`src/design/mlcs_pkg.sv`:
```
`default_nettype none
// ----------------------------------------------------------------------------
// mlcs_pkg
// Shared constants and types of the mask line contour scan unit: frame and
// probe line geometry, register indexes, reset values and the frame summary
// word that travels from the front part to the point sequencer.
// ----------------------------------------------------------------------------
package mlcs_pkg;

    // frame geometry
    localparam int MAX_DIM   = 4096;
    localparam int H_LINES   = 4;
    localparam int V_LINES   = 5;
    localparam int NUM_LINES = H_LINES + V_LINES;

    localparam int COORD_W    = $clog2(MAX_DIM);
    localparam int DIM_W      = COORD_W + 1;
    localparam int PIX_W      = 8;
    localparam int LINE_NUM_W = 3;
    localparam int LINE_IDX_W = $clog2(NUM_LINES);

    // configuration port
    localparam int CFG_ADDR_W = 2;
    localparam int CFG_DATA_W = DIM_W;

    localparam logic [CFG_ADDR_W-1:0] CFG_FRAME_WIDTH  = CFG_ADDR_W'(0);
    localparam logic [CFG_ADDR_W-1:0] CFG_FRAME_HEIGHT = CFG_ADDR_W'(1);
    localparam logic [CFG_ADDR_W-1:0] CFG_FG_THRESHOLD = CFG_ADDR_W'(2);

    localparam logic [DIM_W-1:0] FRAME_WIDTH_RST  = DIM_W'(640);
    localparam logic [DIM_W-1:0] FRAME_HEIGHT_RST = DIM_W'(480);
    localparam logic [PIX_W-1:0] FG_THRESHOLD_RST = PIX_W'(127);

    // size limits after saturation
    localparam logic [DIM_W-1:0] MIN_WIDTH  = DIM_W'(V_LINES + 1);
    localparam logic [DIM_W-1:0] MIN_HEIGHT = DIM_W'(H_LINES + 1);
    localparam logic [DIM_W-1:0] DIM_LIMIT  = DIM_W'(MAX_DIM);

    // probe spacing by reciprocal multiply, exact for every dimension up to 2**DIM_W
    localparam int H_DIV       = H_LINES + 1;
    localparam int V_DIV       = V_LINES + 1;
    localparam int RECIP_SHIFT = DIM_W + 4;
    localparam int H_RECIP     = ((2 ** RECIP_SHIFT) + H_DIV - 1) / H_DIV;
    localparam int V_RECIP     = ((2 ** RECIP_SHIFT) + V_DIV - 1) / V_DIV;
    localparam int PROD_W      = DIM_W + RECIP_SHIFT;

    // summary queue depth, a power of two
    localparam int FIFO_DEPTH = 2;
    localparam int FIFO_PTR_W = $clog2(FIFO_DEPTH);
    localparam int FIFO_CNT_W = $clog2(FIFO_DEPTH + 1);

    // one probe line: its position and the near and far foreground hits
    typedef struct packed {
        logic [COORD_W-1:0] pos;
        logic [COORD_W-1:0] near;
        logic [COORD_W-1:0] far;
    } t_line;

    // one finished frame: rows first, then columns
    typedef struct packed {
        logic [NUM_LINES-1:0]  found;
        t_line [NUM_LINES-1:0] lines;
    } t_summary;

endpackage
`default_nettype wire

```
`src/design/mask_line_contour_scan_unit.sv`:
```
`default_nettype none
// ----------------------------------------------------------------------------
// mask_line_contour_scan_unit
// Scans segmented mask frames along fixed probe rows and columns and reports
// the near and far foreground pixel of every hit probe line at each frame end.
// ----------------------------------------------------------------------------
// Usage:
//   Pixels enter in raster order on push/full, one word per cycle unless
//   full; frame position is tracked inside from frame_width and frame_height.
//   Points leave on empty/pop, rows first then columns, near end before far
//   end; the frame's final point carries o_last_point. A frame without
//   foreground on any probe line gives no words at all.
//   Throughput is one pixel per cycle unless full; points leave at one per
//   cycle while pop is held. After its last pixel is taken, the first point
//   of a frame reaches the outputs through the first and second front
//   stages, the summary queue write, then the point sequencer's output register.
//   Finished frames wait in a two entry summary queue. full rises only when a
//   frame ends while that queue holds two frames not yet read out, so a
//   stalled receiver holds the pixel side only after about two frames.
//   Configuration takes effect on the next pixel; write only while idle.
//   Reset (synchronous, active low) restores the default registers, restarts
//   the frame at its first pixel and drops any pending points.
// ----------------------------------------------------------------------------
module mask_line_contour_scan_unit import mlcs_pkg::*; (
    input  wire logic                  i_clk,
    input  wire logic                  i_rst_n,
    input  wire logic                  i_cfg_we,
    input  wire logic [CFG_ADDR_W-1:0] i_cfg_addr,
    input  wire logic [CFG_DATA_W-1:0] i_cfg_wdata,
    input  wire logic                  push,
    output logic                       full,
    input  wire logic [PIX_W-1:0]      i_pixel_value,
    output logic                       empty,
    input  wire logic                  pop,
    output logic [COORD_W-1:0]         o_point_x,
    output logic [COORD_W-1:0]         o_point_y,
    output logic                       o_line_kind,
    output logic [LINE_NUM_W-1:0]      o_line_number,
    output logic                       o_end_side,
    output logic                       o_last_point
);

    logic     q_wr;
    logic     q_rd;
    logic     q_full;
    logic     q_empty;
    t_summary q_wr_data;
    t_summary q_rd_data;

    // classification and hit tracking
    mlcs_front u_front (
        .i_clk         (i_clk),
        .i_rst_n       (i_rst_n),
        .i_cfg_we      (i_cfg_we),
        .i_cfg_addr    (i_cfg_addr),
        .i_cfg_wdata   (i_cfg_wdata),
        .i_push        (push),
        .i_pixel_value (i_pixel_value),
        .o_full        (full),
        .i_q_full      (q_full),
        .o_q_wr        (q_wr),
        .o_q_data      (q_wr_data)
    );

    // frame summary queue
    mlcs_fifo u_fifo (
        .i_clk     (i_clk),
        .i_rst_n   (i_rst_n),
        .i_wr      (q_wr),
        .i_wr_data (q_wr_data),
        .i_rd      (q_rd),
        .o_full    (q_full),
        .o_empty   (q_empty),
        .o_rd_data (q_rd_data)
    );

    // point sequencer
    mlcs_back u_back (
        .i_clk         (i_clk),
        .i_rst_n       (i_rst_n),
        .i_q_empty     (q_empty),
        .i_q_data      (q_rd_data),
        .o_q_pop       (q_rd),
        .i_pop         (pop),
        .o_empty       (empty),
        .o_point_x     (o_point_x),
        .o_point_y     (o_point_y),
        .o_line_kind   (o_line_kind),
        .o_line_number (o_line_number),
        .o_end_side    (o_end_side),
        .o_last_point  (o_last_point)
    );

endmodule
`default_nettype wire

```
`src/design/mlcs_front.sv`:
```
`default_nettype none
// ----------------------------------------------------------------------------
// mlcs_front
// Front part: configuration registers, raster position tracking, foreground
// classification, probe spacing and per line hit tracking. At the last pixel
// of a frame it writes the frame summary into the queue, unless no line was hit.
// ----------------------------------------------------------------------------
module mlcs_front import mlcs_pkg::*; (
    input  wire logic                  i_clk,
    input  wire logic                  i_rst_n,
    input  wire logic                  i_cfg_we,
    input  wire logic [CFG_ADDR_W-1:0] i_cfg_addr,
    input  wire logic [CFG_DATA_W-1:0] i_cfg_wdata,
    input  wire logic                  i_push,
    input  wire logic [PIX_W-1:0]      i_pixel_value,
    output logic                       o_full,
    input  wire logic                  i_q_full,
    output logic                       o_q_wr,
    output t_summary                   o_q_data
);

    function automatic logic [DIM_W-1:0] clamp_dim(input logic [DIM_W-1:0] v,
                                                   input logic [DIM_W-1:0] lo);
        logic [DIM_W-1:0] res;
        res = v;
        if (v < lo) begin
            res = lo;
        end else if (v > DIM_LIMIT) begin
            res = DIM_LIMIT;
        end
        return res;
    endfunction

    logic [DIM_W-1:0]   r_frame_width;
    logic [DIM_W-1:0]   r_frame_height;
    logic [PIX_W-1:0]   r_fg_threshold;
    logic [COORD_W-1:0] r_col;
    logic [COORD_W-1:0] r_row;

    logic               r_s1_valid;
    logic               r_s1_fg;
    logic               r_s1_eof;
    logic [COORD_W-1:0] r_s1_col;
    logic [COORD_W-1:0] r_s1_row;
    logic [DIM_W-1:0]   r_s1_w;
    logic [DIM_W-1:0]   r_s1_h;

    logic               r_s2_valid;
    logic               r_s2_fg;
    logic               r_s2_eof;
    logic [COORD_W-1:0] r_s2_col;
    logic [COORD_W-1:0] r_s2_row;
    logic [COORD_W-1:0] r_s2_hstep;
    logic [COORD_W-1:0] r_s2_vstep;

    logic [NUM_LINES-1:0] r_found;
    logic [NUM_LINES-1:0] n_found;
    logic [COORD_W-1:0]   r_near [NUM_LINES];
    logic [COORD_W-1:0]   r_far  [NUM_LINES];
    logic [COORD_W-1:0]   n_near [NUM_LINES];
    logic [COORD_W-1:0]   n_far  [NUM_LINES];
    logic [COORD_W-1:0]   line_pos [NUM_LINES];
    logic [NUM_LINES-1:0] line_hit;

    logic [DIM_W-1:0]   width_sat;
    logic [DIM_W-1:0]   height_sat;
    logic               row_end;
    logic               frame_end;
    logic               accept;
    logic               advance;
    logic               eof_step;
    logic [PROD_W-1:0]  h_prod;
    logic [PROD_W-1:0]  v_prod;
    logic [COORD_W-1:0] hstep;
    logic [COORD_W-1:0] vstep;

    // configuration writes, unknown indexes are dropped
    always_ff @(posedge i_clk) begin
        if (!i_rst_n) begin
            r_frame_width  <= FRAME_WIDTH_RST;
            r_frame_height <= FRAME_HEIGHT_RST;
            r_fg_threshold <= FG_THRESHOLD_RST;
        end else if (i_cfg_we) begin
            unique case (i_cfg_addr)
                CFG_FRAME_WIDTH:  r_frame_width  <= i_cfg_wdata;
                CFG_FRAME_HEIGHT: r_frame_height <= i_cfg_wdata;
                CFG_FG_THRESHOLD: r_fg_threshold <= i_cfg_wdata[PIX_W-1:0];
                default: ;
            endcase
        end
    end

    // stall only when a frame summary meets a full queue
    assign eof_step = r_s2_valid && r_s2_eof;
    assign advance  = !(eof_step && (|n_found) && i_q_full);
    assign o_full   = !advance;
    assign accept   = i_push && advance;

    // raster position and row and frame ends
    assign width_sat  = clamp_dim(r_frame_width, MIN_WIDTH);
    assign height_sat = clamp_dim(r_frame_height, MIN_HEIGHT);
    assign row_end    = ({1'b0, r_col} + DIM_W'(1)) >= width_sat;
    assign frame_end  = row_end && (({1'b0, r_row} + DIM_W'(1)) >= height_sat);

    always_ff @(posedge i_clk) begin
        if (!i_rst_n) begin
            r_col <= '0;
            r_row <= '0;
        end else if (accept) begin
            if (row_end) begin
                r_col <= '0;
                if (frame_end) begin
                    r_row <= '0;
                end else begin
                    r_row <= r_row + COORD_W'(1);
                end
            end else begin
                r_col <= r_col + COORD_W'(1);
            end
        end
    end

    // probe spacing from the sizes that came with the pixel
    assign h_prod = PROD_W'(r_s1_h) * PROD_W'(H_RECIP);
    assign v_prod = PROD_W'(r_s1_w) * PROD_W'(V_RECIP);
    assign hstep  = h_prod[RECIP_SHIFT +: COORD_W];
    assign vstep  = v_prod[RECIP_SHIFT +: COORD_W];

    // pipeline valid bits
    always_ff @(posedge i_clk) begin
        if (!i_rst_n) begin
            r_s1_valid <= 1'b0;
            r_s2_valid <= 1'b0;
        end else if (advance) begin
            r_s1_valid <= accept;
            r_s2_valid <= r_s1_valid;
        end
    end

    // pipeline payload
    always_ff @(posedge i_clk) begin
        if (advance) begin
            r_s1_fg    <= i_pixel_value > r_fg_threshold;
            r_s1_eof   <= frame_end;
            r_s1_col   <= r_col;
            r_s1_row   <= r_row;
            r_s1_w     <= width_sat;
            r_s1_h     <= height_sat;
            r_s2_fg    <= r_s1_fg;
            r_s2_eof   <= r_s1_eof;
            r_s2_col   <= r_s1_col;
            r_s2_row   <= r_s1_row;
            r_s2_hstep <= hstep;
            r_s2_vstep <= vstep;
        end
    end

    // probe line positions and hits, rows then columns
    always_comb begin
        for (int k = 0; k < NUM_LINES; k++) begin
            if (k < H_LINES) begin
                line_pos[k] = COORD_W'(r_s2_hstep * COORD_W'(k + 1));
                line_hit[k] = r_s2_fg && (r_s2_row == line_pos[k]);
                n_near[k]   = (line_hit[k] && !r_found[k]) ? r_s2_col : r_near[k];
                n_far[k]    = line_hit[k] ? r_s2_col : r_far[k];
            end else begin
                line_pos[k] = COORD_W'(r_s2_vstep * COORD_W'(k - H_LINES + 1));
                line_hit[k] = r_s2_fg && (r_s2_col == line_pos[k]);
                n_near[k]   = (line_hit[k] && !r_found[k]) ? r_s2_row : r_near[k];
                n_far[k]    = line_hit[k] ? r_s2_row : r_far[k];
            end
            n_found[k] = r_found[k] | line_hit[k];
        end
    end

    // hit tracking, found flags cleared at each frame end
    always_ff @(posedge i_clk) begin
        if (!i_rst_n) begin
            r_found <= '0;
        end else if (r_s2_valid && advance) begin
            r_found <= r_s2_eof ? '0 : n_found;
        end
    end

    always_ff @(posedge i_clk) begin
        if (r_s2_valid && advance) begin
            for (int k = 0; k < NUM_LINES; k++) begin
                r_near[k] <= n_near[k];
                r_far[k]  <= n_far[k];
            end
        end
    end

    // frame summary toward the queue, empty frames are dropped
    assign o_q_wr = eof_step && (|n_found) && advance;

    always_comb begin
        o_q_data.found = n_found;
        for (int k = 0; k < NUM_LINES; k++) begin
            o_q_data.lines[k].pos  = line_pos[k];
            o_q_data.lines[k].near = n_near[k];
            o_q_data.lines[k].far  = n_far[k];
        end
    end

endmodule
`default_nettype wire

```
`src/design/mlcs_fifo.sv`:
```
`default_nettype none
// ----------------------------------------------------------------------------
// mlcs_fifo
// Short queue of frame summaries between the front part and the point
// sequencer, so that each side stalls on its own.
// ----------------------------------------------------------------------------
module mlcs_fifo import mlcs_pkg::*; (
    input  wire logic      i_clk,
    input  wire logic      i_rst_n,
    input  wire logic      i_wr,
    input  wire t_summary  i_wr_data,
    input  wire logic      i_rd,
    output logic           o_full,
    output logic           o_empty,
    output t_summary       o_rd_data
);

    t_summary                r_mem [FIFO_DEPTH];
    logic [FIFO_PTR_W-1:0]   r_wr_ptr;
    logic [FIFO_PTR_W-1:0]   r_rd_ptr;
    logic [FIFO_CNT_W-1:0]   r_count;

    assign o_full    = r_count == FIFO_CNT_W'(FIFO_DEPTH);
    assign o_empty   = r_count == '0;
    assign o_rd_data = r_mem[r_rd_ptr];

    // entry storage
    always_ff @(posedge i_clk) begin
        if (i_wr) begin
            r_mem[r_wr_ptr] <= i_wr_data;
        end
    end

    // pointers and fill level
    always_ff @(posedge i_clk) begin
        if (!i_rst_n) begin
            r_wr_ptr <= '0;
            r_rd_ptr <= '0;
            r_count  <= '0;
        end else begin
            if (i_wr) begin
                r_wr_ptr <= r_wr_ptr + FIFO_PTR_W'(1);
            end
            if (i_rd) begin
                r_rd_ptr <= r_rd_ptr + FIFO_PTR_W'(1);
            end
            if (i_wr && !i_rd) begin
                r_count <= r_count + FIFO_CNT_W'(1);
            end else if (i_rd && !i_wr) begin
                r_count <= r_count - FIFO_CNT_W'(1);
            end
        end
    end

    // no write into a full queue
    a_no_overflow: assert property (@(posedge i_clk) disable iff (!i_rst_n)
        i_wr |-> (!o_full || i_rd))
        else $error("summary queue overflow");

    // no read from an empty queue
    a_no_underflow: assert property (@(posedge i_clk) disable iff (!i_rst_n)
        i_rd |-> !o_empty)
        else $error("summary queue underflow");

    // fill level never passes the depth
    a_count_range: assert property (@(posedge i_clk) disable iff (!i_rst_n)
        r_count <= FIFO_CNT_W'(FIFO_DEPTH))
        else $error("summary queue count out of range");

endmodule
`default_nettype wire

```
`src/design/mlcs_back.sv`:
```
`default_nettype none
// ----------------------------------------------------------------------------
// mlcs_back
// Point sequencer: walks the found lines of the queue head, near end then far
// end of each, into an output register, one point a cycle while that register is empty or popped.
// ----------------------------------------------------------------------------
module mlcs_back import mlcs_pkg::*; (
    input  wire logic                  i_clk,
    input  wire logic                  i_rst_n,
    input  wire logic                  i_q_empty,
    input  wire t_summary              i_q_data,
    output logic                       o_q_pop,
    input  wire logic                  i_pop,
    output logic                       o_empty,
    output logic [COORD_W-1:0]         o_point_x,
    output logic [COORD_W-1:0]         o_point_y,
    output logic                       o_line_kind,
    output logic [LINE_NUM_W-1:0]      o_line_number,
    output logic                       o_end_side,
    output logic                       o_last_point
);

    logic [NUM_LINES-1:0]  r_done;
    logic                  r_side;
    logic                  r_out_valid;
    logic [COORD_W-1:0]    r_point_x;
    logic [COORD_W-1:0]    r_point_y;
    logic                  r_line_kind;
    logic [LINE_NUM_W-1:0] r_line_number;
    logic                  r_end_side;
    logic                  r_last_point;

    logic [NUM_LINES-1:0]  pending;
    logic [NUM_LINES-1:0]  cur_onehot;
    logic [NUM_LINES-1:0]  rest;
    logic [LINE_IDX_W-1:0] cur_idx;
    t_line                 cur_line;
    logic [COORD_W-1:0]    coord;
    logic                  is_col;
    logic                  load;
    logic                  entry_done;

    // pick the lowest line not yet emitted
    assign pending    = i_q_data.found & ~r_done;
    assign cur_onehot = pending & (~pending + NUM_LINES'(1));
    assign rest       = pending & ~cur_onehot;

    always_comb begin
        cur_idx  = '0;
        cur_line = i_q_data.lines[0];
        for (int k = 0; k < NUM_LINES; k++) begin
            if (cur_onehot[k]) begin
                cur_idx  = LINE_IDX_W'(k);
                cur_line = i_q_data.lines[k];
            end
        end
    end

    assign is_col = cur_idx >= LINE_IDX_W'(H_LINES);
    assign coord  = r_side ? cur_line.far : cur_line.near;

    // one point a cycle while the output register frees up
    assign load       = !i_q_empty && (!r_out_valid || i_pop);
    assign entry_done = load && r_side && (rest == '0);
    assign o_q_pop    = entry_done;

    // line walk state
    always_ff @(posedge i_clk) begin
        if (!i_rst_n) begin
            r_done <= '0;
            r_side <= 1'b0;
        end else if (load) begin
            r_side <= !r_side;
            if (r_side) begin
                r_done <= entry_done ? '0 : (r_done | cur_onehot);
            end
        end
    end

    // output register
    always_ff @(posedge i_clk) begin
        if (!i_rst_n) begin
            r_out_valid <= 1'b0;
        end else if (load) begin
            r_out_valid <= 1'b1;
        end else if (i_pop) begin
            r_out_valid <= 1'b0;
        end
    end

    always_ff @(posedge i_clk) begin
        if (load) begin
            r_point_x     <= is_col ? cur_line.pos : coord;
            r_point_y     <= is_col ? coord : cur_line.pos;
            r_line_kind   <= is_col;
            r_line_number <= is_col ? LINE_NUM_W'(cur_idx - LINE_IDX_W'(H_LINES))
                                    : LINE_NUM_W'(cur_idx);
            r_end_side    <= r_side;
            r_last_point  <= entry_done;
        end
    end

    assign o_empty       = !r_out_valid;
    assign o_point_x     = r_point_x;
    assign o_point_y     = r_point_y;
    assign o_line_kind   = r_line_kind;
    assign o_line_number = r_line_number;
    assign o_end_side    = r_end_side;
    assign o_last_point  = r_last_point;

    // a queued summary always holds at least one line
    a_head_not_blank: assert property (@(posedge i_clk) disable iff (!i_rst_n)
        !i_q_empty |-> (i_q_data.found != '0))
        else $error("blank frame summary in queue");

    // lines marked done all belong to the head summary
    a_done_subset: assert property (@(posedge i_clk) disable iff (!i_rst_n)
        !i_q_empty |-> ((r_done & ~i_q_data.found) == '0))
        else $error("done mask outside found lines");

    // a summary is retired on a far end and the walk restarts clean
    a_pop_restart: assert property (@(posedge i_clk) disable iff (!i_rst_n)
        o_q_pop |=> (r_done == '0) && !r_side && r_out_valid && r_last_point)
        else $error("summary retired out of order");

endmodule
`default_nettype wire
```
`config.mk`:
```
export PLATFORM = sky130hd
export DESIGN_NAME = mask_line_contour_scan_unit
export DESIGN_NICKNAME = d
export VERILOG_FILES = /design/src/design/mlcs_pkg.sv /design/src/design/mask_line_contour_scan_unit.sv /design/src/design/mlcs_front.sv /design/src/design/mlcs_fifo.sv /design/src/design/mlcs_back.sv
export SDC_FILE = /design/constraint.sdc
export NUM_CORES = 2
export LEC_CHECK = 0
export BUFFER_PORTS_ARGS = -buffer_cell sky130_fd_sc_hd__buf_2
export CORE_MARGIN = 4
export CORE_UTILIZATION = 35
export DETAILED_ROUTE_END_ITERATION = 6
export PLACE_DENSITY = 0.56
export SLEW_MARGIN = 25
export SYNTH_ARGS = -nofsm -noshare
export SYNTH_HDL_FRONTEND = slang
export SYNTH_SLANG_ARGS = --single-unit
```
`constraint.sdc`:
```
create_clock -name i_clk -period 39 [get_ports i_clk]
set_input_delay 3.9 -clock i_clk [delete_from_list [all_inputs] [get_ports i_clk]]
set_output_delay 3.9 -clock i_clk [all_outputs]
set_load 0.03 [all_outputs]
```
# Word-level counts from Yosys, hierarchy flattened
# Memories as Yosys holds them, arrays and structs flattened. A register that Yosys moved wholly into a read port is not among the register bits.
# Cells that the tools add are included.
# classes
add_sub_neg,10
mul,5
div,0
order_cmp,8
eq_ne,12
n_shift,0
n_mux,56
bitwise,16
n_reduce_logical,57
# op_table
cell,n
$mux W36,8
$mux W12,23
$eq A12 B12 Y1,7
$mux W13,4
$logic_and A1 B1 Y1,30
$mul A13 B15 Y28 const B,1
$and A9 B9 Y9,3
$mul A13 B14 Y27 const B,1
$not A9 Y9,3
$add A12 B1 Y13 const B,2
$ge A13 B13 Y1,2
$gt A13 B13 Y1 const B,2
$lt A13 B3 Y1 const B,2
$add A12 B1 Y12 const B,2
$eq A12 B11 Y1,2
$mul A11 B2 Y12 const B,2
$mux W9,2
$logic_not A1 Y1,15
$mux W3,5
$mul A11 B3 Y12 const B,1
$reduce_and A2 Y1,5
$add A9 B1 Y9 const B,1
$logic_not A9 Y1,1
$mux W1,9
16 further kinds,31
# totals
ff_bits,214
latch_bits,0
mem_bits_rw,866
romBits,0
out_inout_bits,32
wordCells,199
memories,3
# memory_table
memory,depth,word_bits,rd,rd_ports_with_merged_regs,write_ports,line_no,text
u_fifo.r_mem,2,325,1,1,1,mlcs_fifo.sv:18,t_summary r_mem [FIFO_DEPTH];
u_front.r_far,9,12,9,0,9,mlcs_front.sv:59,logic [COORD_W-1:0] r_far [NUM_LINES];
u_front.r_near,9,12,9,0,9,mlcs_front.sv:58,logic [COORD_W-1:0] r_near [NUM_LINES];

# Logic depth before layout (Yosys ltp)
# depth
ltp_word,15
mapped_depth,20

# Hierarchy
# A second synthesis with hierarchy kept.
# hier_totals
cells_unflattened,3991
hier_area_um2,55727.2
# modules_own_cells
mod,instances,cells_per_inst,area_per_inst_um2
mlcs_front,1,2290,25634.6
mlcs_fifo,1,1058,25358.1
mlcs_back,1,643,4734.5

# Worst setup path after synthesis
# No wires, ideal clock.
# synth_path
kind,reg2reg
from,reg u_front.r_s2_hstep[1]
to,reg u_fifo.r_wr_ptr
arrival_time_ns,16.562
required_ns,38.885
path_slack_ns,22.322
path_stages_with_launch,14
cell_sequence,edfxtp_1 -> ha_1 -> inv_1 -> fa_1 -> xnor2_1 -> xor2_1 -> nor4_1 -> nand4_1 -> or4_1 -> a2111oi_4 -> nor4_4 -> a211oi_1 -> nor2b_1 -> o21a_1
# synth_rtl
item,line_no,text
start: declaration,mlcs_front.sv:53,logic [COORD_W-1:0] r_s2_hstep;
start signal: assignment,mlcs_front.sv:153,r_s2_hstep <= hstep;
end signal: assignment,mlcs_fifo.sv:42,r_wr_ptr <= r_wr_ptr + FIFO_PTR_W'(1);
end: declaration,mlcs_fifo.sv:19,logic [FIFO_PTR_W-1:0] r_wr_ptr;

# Worst setup path after layout
# layout_path
from,reg u_front.r_s2_vstep[2]
to,out full
# layout_via
elab_chain_len,7
word_cells_on_any_way,20
# layout_rtl
item,line_no,text
start: declaration,mlcs_front.sv:54,logic [COORD_W-1:0] r_s2_vstep;
start signal: assignment,mlcs_front.sv:154,r_s2_vstep <= vstep;
$mul A11 B2 Y12 or $mul A11 B3 Y12 (tied branches),mlcs_front.sv:167,line_pos[k] = COORD_W'(r_s2_vstep * COORD_W'(k - H_LINES + 1));
$eq A12 B12 Y1,mlcs_front.sv:168,line_hit[k] = r_s2_fg && (r_s2_col == line_pos[k]);
$logic_and A1 B1 Y1,mlcs_front.sv:168,
$or A1 B1 Y1,mlcs_front.sv:172,n_found[k] = r_found[k] | line_hit[k];
$reduce_or A9 Y1 *,mlcs_front.sv:95,assign advance = !(eof_step && (|n_found) && i_q_full);
$logic_and A1 B1 Y1 * (2 in a row),mlcs_front.sv:95,
end: declaration,mask_line_contour_scan_unit.sv:31,"output logic full,"
# Mark *: on every way between the ends. The rest lies on a longest branch, timed or not.

==> results.ini <==
[synthesis]
syn_inst = 3618
synth_nets = 3975
yosys-top-cells-count = edfxtp_1 (904), inv_1 (262), mux2_2 (243)
synth_ff_type = edfxtp_1
synth_area_leader_cell = edfxtp_1
synth.most_common_cell = edfxtp_1
synth_seq_cells = 989
yosys-top-cells-area = edfxtp_1 (55%), ha_1 (5.8%), mux2_2 (5.6%)
syn_area_um2 = 49100
avgSynthCellArea_um2 = 13.6
yosysUniqueCellTypes = 86
synth_edf_count = 904
ys_seq_area_share_pct = 58.8
async_reset_ff_share_pct = 0
ys.warnings.count = 0
synth.top_cell.area_share_pct = 55.3

[clock_network]
cts_made_buffers = 102
clk_latency_ns = 0.72
cts_resized = 0
cts-root-buf = clkbuf_16
cts-htree-levels = 3
numClockSinks = 989
cts_tree = done
holdBufCountCts = 0
clock_path_buffers = 3
post-cts-setup-buffer-count = 0
path_clk_slew_ns = 0.06

[cells_and_area]
fin_nets = 4016
drive_gt1_share_pct = 15.5
stdcell_count = 5623
syn_to_final_growth_pct = 12.1

[power_and_ir_drop]
peakVddDrop_mv = 0.0352
leakagePower_nw = 20.0
power.internal_mw = 2.01
fin_total_pwr_mw = 2.79
power_frac_seq_pct = 44.4
switching_share_pct = 28.1
pwr-share-comb_pct = 19.9
powerDensity_nw_per_um2 = 50.7
p_clk_share_pct = 35.7
p_sw_mw = 0.782

[place]
dp_cells = 5430
io_buffers = 59
hpwl_um = 81400
dpl_worst_slack_ns = 30.63
place.gp.congestion = 0.836

[drt]
via_per_inst = 5.20
drt_iter0_drc = 2613
drt-wirelength-per-cell_um = 22.2
drt_pre_antenna_iters = 5
drc = 0
routed_wl_um = 125000
antenna_left = 0
vias = 29300

[critical_path]
slowest_stage = a311oi_1
crit_required_ns = 35.10
critical-path-max-stage-delay_ns = 0.64
cp.arrival_ns = 5.20
r2r-start = u_front.r_s2_hstep[1]$_DFFE_PN_
cp_top_family = simple AND/OR/NAND/NOR gates
crit_chain = ha_1 -> or2_2 -> a311oi_1 -> or2_2 -> nor2_1 -> or4_1 -> nor3_2 -> buf_4 -> nor2_1 -> a21oi_1 -> nor2b_1 -> buf_4 -> buf_2
crit_path_max_fanout = 13
cp-end-kind = primary output
path_class = flip-flop to primary output
startpoint = u_front.r_s2_vstep[2]$_DFFE_PN_
path_buf_inv = 3
crit_path_start_kind = flip-flop

[die]
rows = 137
core-area_um2 = 139000
initial_core_util_pct = 35.2
die_width_um = 382
io_pins = 60
die-height_um = 382
die-area_um2 = 146000

[global_route]
grt_pass1_wl_um = 187000
grt_max_degree = 155
antenna_found_initial = 3
overflow = 0
grt_pass1_vias = 28900
grt_use_total_pct = 16.9

[sta]
setup_violations = 0
rsz0062_at_grt = false
worst_slack_ns = 29.90
fmax_mhz = 110
fin_tns_setup_ns = 0
finalHoldViolations = 0
maxSlewViolCount = 0
post-route-min-period_ns = 9.10
relSlewSlack_pct = 18.8
clock_skew_ns = 0.0355
min_period_over_period_pct = 23.3
hold_slack_ns = 0.417
tightest_slew_ns = 1.22

[hold_path]
min_path_type = flip-flop to flip-flop
worstHoldStart = u_front.r_s1_col[8]$_DFFE_PN_

[outcome]
outcome = finished clean

[flow_run]
drv_cap = 0

cells in the final DEF, fill, tap and decap left out, types with 54 or more instances in the layout:
cell / n
edfxtp_1: 904
inv_1: 261
mux2_2: 243
nand2_1: 241
ha_1: 226
mux2i_1: 183
nor2_1: 164
a21oi_1: 114
clkbuf_16: 104
fa_1: 103
dfxtp_1: 84
xor2_1: 82
o21ai_0: 79
xnor2_1: 68
nand3_1: 60
buf_2: 59
buf_4: 54
through the flow:
step | util [%] | area [um^2]
finish | 39.5 | 55000
global route | 39.5 | 55000
CTS | 39.4 | 55000
detailed placement | 37.0 | 51600
global placement | 37.0 | 51600
floorplan | - | 49100
worst reg2reg max path, stage by stage, from the launching register on:
cell and delay, ns:
edfxtp_1 0.55, ha_1 0.29, inv_1 0.07, fa_1 0.39, nand2b_1 0.18, a21oi_1 0.38
o31ai_1 0.18, mux2i_1 0.17, or4_1 0.60, a2111oi_4 0.33, buf_4 0.28, nor4_4 0.12
a211oi_1 0.68, and2_4 0.85, buf_12 0.76, buf_4 1.01
layout make-up:
type                            count  area, um^2
Timing Repair Buffer              118         792
Sequential cell                   989       28900
Inverter                          263         990
Clock inverter                     66         727
Tap cell                         1876        2350
Clock buffer                      122        2670
Multi-Input combinational cell   2185       18600
Antenna cell                        4        10.0
Fill cell                       13000       84400
flip-flops by register name (all words and copies together) (netlist names), 2 cells and up, named ones only:
name	flops
u_back.o_line_number	3
u_back.o_point_x	12
u_back.o_point_y	12
u_back.r_done	9
u_fifo.r_count	2
u_fifo.r_mem	558
u_front.r_col	12
u_front.r_far	108
u_front.r_fg_threshold	8
u_front.r_found	9
u_front.r_frame_height	13
u_front.r_frame_width	13
u_front.r_near	108
u_front.r_row	12
u_front.r_s1_col	12
u_front.r_s1_h	13
u_front.r_s1_row	12
u_front.r_s1_w	13
u_front.r_s2_col	12
u_front.r_s2_hstep	11
u_front.r_s2_row	12
u_front.r_s2_vstep	11
power groups by stage:
stage / Sequential (mW) / Clock, mW / Combinational, mW
2_1_floorplan: 1.25 / 0 / 0.416
3_3_place_gp: 1.26 / 0 / 0.553
6_report: 1.24 / 0.996 / 0.555
4_1_cts: 1.24 / 1.02 / 0.556
5_1_grt: 1.24 / 1.06 / 0.623
3_5_place_dp: 1.26 / 0 / 0.551
final timing paths:
check | endpoint | slack (ns) | cells past startpoint
min | u_front.r_s2_col[8]$_DFFE_PN_ | 0.42 | 0
max | full | 29.90 | 13
min reg2reg | u_front.r_s2_col[8]$_DFFE_PN_ | 0.42 | 0
max reg2reg | u_fifo.r_mem[1][311]$_DFFE_PP_ | 31.72 | 15
cell families (layout without fill, tap and decap cells):
logic type,Yosys count,after routing,synth area share (%)
adders and majority gates,330,330,9.99
and+or+nand+nor,714,714,7.02
buffers and inverters,444,569,3.46
muxes,449,449,10.4
DFF,989,989,58.8
AOI/OAI and AO/OA,541,541,7.63
other,0,4,0
xor gates and xnor gates,151,151,2.72
per-layer routing:
metal | track usage (%) | routed length, um | up-vias
met4 | 4.59 | 3270 | 0
met1 | 24.6 | 58600 | 14800
li1 | - | - | 13600
met3 | 2.69 | 6630 | 160
met5 | 0 | 0 | -
met2 | 26.1 | 56500 | 728
Note: power is estimated with default switching activity, not from simulation.
